$ cat src/design/lom_pkg.sv
// Shared types, field widths and codes for the limit order matcher.
// No dependencies.
`default_nettype none
package lom_pkg;

  localparam int TRD_W   = 3;
  localparam int OID_W   = 10;
  localparam int PRD_W   = 4;
  localparam int QTY_W   = 20;
  localparam int VAL_W   = 40;
  localparam int FEE_W   = 34;
  localparam int TOT_W   = 48;
  localparam int NID_W   = 11;
  localparam int KIND_W  = 3;
  localparam int IN_W    = 64;
  localparam int OUT_W   = 152;
  localparam int CFG_AW  = 1;
  localparam int CFG_DW  = 5;
  localparam int RES_W   = 6;
  localparam int MAX_RES = 32;
  localparam int NID_N   = 8;

  localparam int DEF_ORDER_SLOTS = 32;
  localparam int DEF_PRODUCTS    = 16;
  localparam int DEF_TRADERS     = 8;

  localparam logic [QTY_W-1:0] QTY_MAX = 20'd999999;
  localparam int               FEE_DIV = 100;

  localparam logic [1:0] REQ_BUY    = 2'd0;
  localparam logic [1:0] REQ_SELL   = 2'd1;
  localparam logic [1:0] REQ_AMEND  = 2'd2;
  localparam logic [1:0] REQ_CANCEL = 2'd3;

  localparam logic [KIND_W-1:0] KIND_ACCEPTED  = 3'd0;
  localparam logic [KIND_W-1:0] KIND_AMENDED   = 3'd1;
  localparam logic [KIND_W-1:0] KIND_CANCELLED = 3'd2;
  localparam logic [KIND_W-1:0] KIND_INVALID   = 3'd3;
  localparam logic [KIND_W-1:0] KIND_FILL      = 3'd4;

  localparam logic [1:0] ST_ACTIVE    = 2'd1;
  localparam logic [1:0] ST_FILLED    = 2'd2;
  localparam logic [1:0] ST_CANCELLED = 2'd3;

  localparam logic SIDE_BUY  = 1'b0;
  localparam logic SIDE_SELL = 1'b1;

  localparam logic MODE_FIND = 1'b0;
  localparam logic MODE_BEST = 1'b1;

  localparam logic [CFG_AW-1:0] REG_PRODUCT_COUNT = 1'd0;
  localparam logic [CFG_AW-1:0] REG_TRADER_COUNT  = 1'd1;

  typedef struct packed {
    logic [TRD_W-1:0] trader;
    logic [OID_W-1:0] oid;
    logic [PRD_W-1:0] product;
    logic [QTY_W-1:0] qty;
    logic [QTY_W-1:0] price;
    logic             side;
    logic [1:0]       status;
  } slot_t;

  typedef struct packed {
    logic  found;
    slot_t slot;
  } link_t;

  typedef struct packed {
    logic [KIND_W-1:0] kind;
    logic [OID_W-1:0]  echo;
    logic [TRD_W-1:0]  bt;
    logic [OID_W-1:0]  bo;
    logic [TRD_W-1:0]  st;
    logic [OID_W-1:0]  so;
    logic [QTY_W-1:0]  qty;
    logic [QTY_W-1:0]  price;
    logic [VAL_W-1:0]  value;
    logic [FEE_W-1:0]  fee;
  } res_t;

  function automatic logic in_range(input logic [QTY_W-1:0] v);
    return (v != '0) && (v <= QTY_MAX);
  endfunction

endpackage
`default_nettype wire

$ cat src/design/lom_cell.sv
// One book slot of the matcher chain plus its stage of the search pipeline.
// Depends on lom_pkg.
`default_nettype none
module lom_cell import lom_pkg::*; #(
  parameter int ORDER_SLOTS = DEF_ORDER_SLOTS,
  parameter int IDX         = 0,
  localparam int SLOT_W     = $clog2(ORDER_SLOTS),
  localparam int CNT_W      = $clog2(ORDER_SLOTS + 1)
) (
  input  wire              clk,
  input  wire              rst,
  input  wire              wr_en,
  input  wire [SLOT_W-1:0] wr_idx,
  input  slot_t            wr_slot,
  input  wire              mode,
  input  slot_t            key,
  input  wire [SLOT_W-1:0] key_idx,
  input  wire [CNT_W-1:0]  ecount,
  input  link_t            lin,
  input  wire [SLOT_W-1:0] lin_idx,
  output link_t            lout,
  output logic [SLOT_W-1:0] lout_idx
);

  localparam logic [SLOT_W-1:0] MY  = SLOT_W'(IDX);
  localparam logic [CNT_W-1:0]  MYC = CNT_W'(IDX);

  slot_t slot;
  logic  act, find_hit, px_ok, best_hit, hit;

  always_comb begin
    act      = (MYC < ecount) && (slot.status == ST_ACTIVE);
    find_hit = act && !lin.found && (slot.trader == key.trader) && (slot.oid == key.oid);
    if (key.side == SIDE_BUY) begin
      px_ok = (slot.price <= key.price) && (!lin.found || slot.price < lin.slot.price);
    end else begin
      px_ok = (slot.price >= key.price) && (!lin.found || slot.price > lin.slot.price);
    end
    best_hit = act && (MY != key_idx) && (slot.side != key.side) &&
               (slot.product == key.product) && px_ok;
    hit = (mode == MODE_FIND) ? find_hit : best_hit;
  end

  always_ff @(posedge clk) begin
    if (wr_en && wr_idx == MY) begin
      slot <= wr_slot;
    end
  end

  always_ff @(posedge clk) begin
    if (rst) begin
      lout.found <= 1'b0;
    end else begin
      lout.found <= hit | lin.found;
    end
    lout.slot <= hit ? slot : lin.slot;
    lout_idx  <= hit ? MY : lin_idx;
  end

endmodule
`default_nettype wire

$ cat config.mk
export PLATFORM = sky130hd
export DESIGN_NAME = lom_cell
export DESIGN_NICKNAME = d
export VERILOG_FILES = /design/src/design/lom_pkg.sv /design/src/design/lom_cell.sv
export SDC_FILE = /design/constraint.sdc
export NUM_CORES = 1
export LEC_CHECK = 0
export BUFFER_PORTS_ARGS = -buffer_cell sky130_fd_sc_hd__buf_2
export CAP_MARGIN = 20
export CELL_PAD_IN_SITES_DETAIL_PLACEMENT = 1
export CELL_PAD_IN_SITES_GLOBAL_PLACEMENT = 1
export CORE_MARGIN = 1.5
export CORE_UTILIZATION = 38
export CTS_CLUSTER_SIZE = 24
export DETAILED_ROUTE_END_ITERATION = 16
export GPL_TIMING_DRIVEN = 0
export PLACE_DENSITY_LB_ADDON = 0.05
export SYNTH_ARGS = -nofsm -noshare
export SYNTH_HDL_FRONTEND = slang
export SYNTH_SLANG_ARGS = --single-unit
$ cat constraint.sdc
create_clock -name clk -period 16.6 [get_ports clk]
set_input_delay 4.98 -clock clk [delete_from_list [all_inputs] [get_ports clk]]
set_output_delay 4.98 -clock clk [all_outputs]
set_load 0.01 [all_outputs]
==> flow_summary.ini <==
[placed_design]
dp.cells = 816
port_buffers = 249
place_congestion = 0.765
hpwl_um = 11400

[power_and_ir_drop]
leakagePower_nw = 3.56
clkPwrFrac_pct = 49.0
total_power_mw = 0.796
power_switching_mw = 0.169
p_seq_share_pct = 42.6
powerDensity_nw_per_um2 = 105
ir_drop_uv = 63.4
p_comb_share_pct = 8.5
power.internal_mw = 0.626
swShare_pct = 21.3

[synthesis]
yosysTopAreaCellShare_pct = 33.1
syn_area_sq_um = 5440
synth_edf_count = 60
ys_ff_latch = 126
yosysSeqAreaShare_pct = 57.4
yosys-top-cells-area = edfxtp_1, dfxtp_1, mux2_4
yosysWarnings = 0
synthCells = 382
postSynthAreaPerCell_sq_um = 14.2
ys_async_sr_fraction_pct = 0
yosysTopAreaCell = edfxtp_1
synth_nets = 628
ys.flop_type = dfxtp_1
synth_cell_types = 40

[drt]
vias = 3958
wl_um = 14200
drt_iter0_drc = 122
drc = 0
detail_route.vias_per_cell = 4.67
first_pass_iters = 4
detail_route.wl_per_cell_um = 16.8
route.antenna.remaining_nets = 0

[timing]
tns_ps = 0
max_freq_ghz = 0.141
timing.final.crit_period_ps = 7090
setup_viol = 0
fin_crit_sh_pct = 42.7
finalMaxSlewViolations = 0
holdWs_ps = 472
max_slew_margin_pct = 36.8
finClkSkew_ps = 14.0
final-hold-violation-count = 0
tightest_slew_ps = 943
rsz0062_at_grt = no

[critical_path]
critical_path_buf_inv_count = 3
reg2reg_slack_ps = 13750
critPathCaptureType = flop
cp_slowest_stage_delay_ps = 380
crit_required_ps = 16910
crit_chain = buf_2 > inv_1 > ha_1 > a21oi_1 > o21ai_0 > a221oi_1 > o21ai_0 > nand2b_1 > mux2i_1 > a2bb2oi_2 > buf_2 > mux2_2
crit_family = compound AO/OA/AOI/OAI gates
arrival_ps = 7400
cp_slowest_cell = mux2_2
cp_max_fo = 10
crit_path_start_kind = input port
crit_type = input port to flop

[final_layout]
layout_common_cells = buf_2, dfxtp_1, edfxtp_1
stdcell_count = 848
final_layout_size_suffix_gt1_share_pct = 53.7
fill_cells = 1501
final_core_util_pct = 54.6
multi_input_area_sq_um = 2060
seq_area_sq_um = 3120
final_nets = 901
area_delta_synth_final_pct = 39.7
n_antenna_cell = 0
layout_commonest_cell = buf_2

[clock_network]
clk_latency_ps = 420
cts.repair.resized = 0
clock_path_buffers = 2
clkTransAtPathRegs_ps = 60
root_buffer = clkbuf_16
holdBufCountCts = 0
numCtsBuffers = 17
tritoncts = built
post_cts.repair.setup_buffers = 0
cts_sinks = 126
cts.htree.levels = 4

[global_route]
antenna_found_initial = 0
grt-ovfl-total = 0
grt_max_degree = 17
grt_pass1_wl_um = 21700
grt_pass1_vias = 4261
grtUsageTotal_pct = 19.6

[run_status]
status = finished, final reports clean

[die]
core_sq_um = 13900
die_w_um = 123
dieArea_sq_um = 15100
ios = 272
placementRows = 43
dieHeight_um = 123
start_util_pct = 39.1

[job]
timing.max_cap.violations = 0

[min_path]
hp-class = flop to flop
==> power by group through the flow <==
stage                     Sequential [mW]  Combinational (mW)  Clock, mW
after floorplan                     0.350              0.0253          0
after global placement              0.345              0.0646          0
after detailed placement            0.345              0.0676          0
after CTS                           0.339              0.0686      0.399
after global routing                0.340              0.0753      0.411
final                               0.339              0.0673      0.390
==> final timing paths <==
kind / start / endpoint / depth (start not counted)
max: lin[14] / lout[8]$_DFF_P_ / 12
max reg2reg: slot[14]$_DFFE_PP_ / lout[8]$_DFF_P_ / 10
min: slot[40]$_DFFE_PP_ / lout[40]$_DFF_P_ / 1
min reg2reg: slot[40]$_DFFE_PP_ / lout[40]$_DFF_P_ / 1
==> cell type report <==
cell class | count | share of cell area [%]
repair buffers | 254 | 17.2
inverters | 43 | 2.12
clock inverters | 13 | 2.50
multi-input cells | 206 | 27.0
clock buffers | 19 | 5.69
flip-flops and latches | 126 | 41.1
well taps | 180 | 2.96
plain buffers | 7 | 1.42
==> cell families (layout without fill, tap and decap cells) <==
family,count (synthesis),after routing,synth area share [%]
flip-flops,126,126,57.4
buffers and inverters,50,336,4.94
adder cells (fa/ha/maj),40,40,9.20
XOR/XNOR,19,19,3.06
AND/OR/NAND/NOR,49,49,5.54
AO/OA/AOI/OAI,39,39,4.74
multiplexers,59,59,15.1
==> synth_stat cells, types with 2 or more instances <==
master and count:
a21oi_1 19, nor3_1 5, buf_6 2, buf_12 4, xor2_1 2, nand4_1 12, nor2b_1 8, o21ai_0 7
o211a_1 2, inv_1 43, dfxtp_1 66, nand2_1 9, mux2_2 15, ha_1 40, nand3_1 2, mux2_4 43
o211ai_1 2, xnor2_1 17, or4_1 3, edfxtp_1 60, nor4_2 2
==> sequential cells by signal, summed over array words and instances, names as in the netlist <==
register / count
lout: 61
lout_idx: 5
slot: 60
==> metrics by stage <==
step	area, sq um	setup slack (ps)
floorplan	5440	6310
global placement	6910	3830
detailed placement	6980	9070
CTS	7600	9490
global route	7600	9270
finish	7600	9510
==> layer usage <==
| layer | global-route usage (%) | wire length (um) | vias to the layer above |
|---|---|---|---|
| li1 | - | - | 1922 |
| met1 | 21.6 | 5380 | 1843 |
| met2 | 33.8 | 7240 | 175 |
| met3 | 6.92 | 1340 | 18 |
| met4 | 8.72 | 261 | 0 |
| met5 | 0 | 0 | - |
Note: power is estimated with default switching activity, not from simulation.
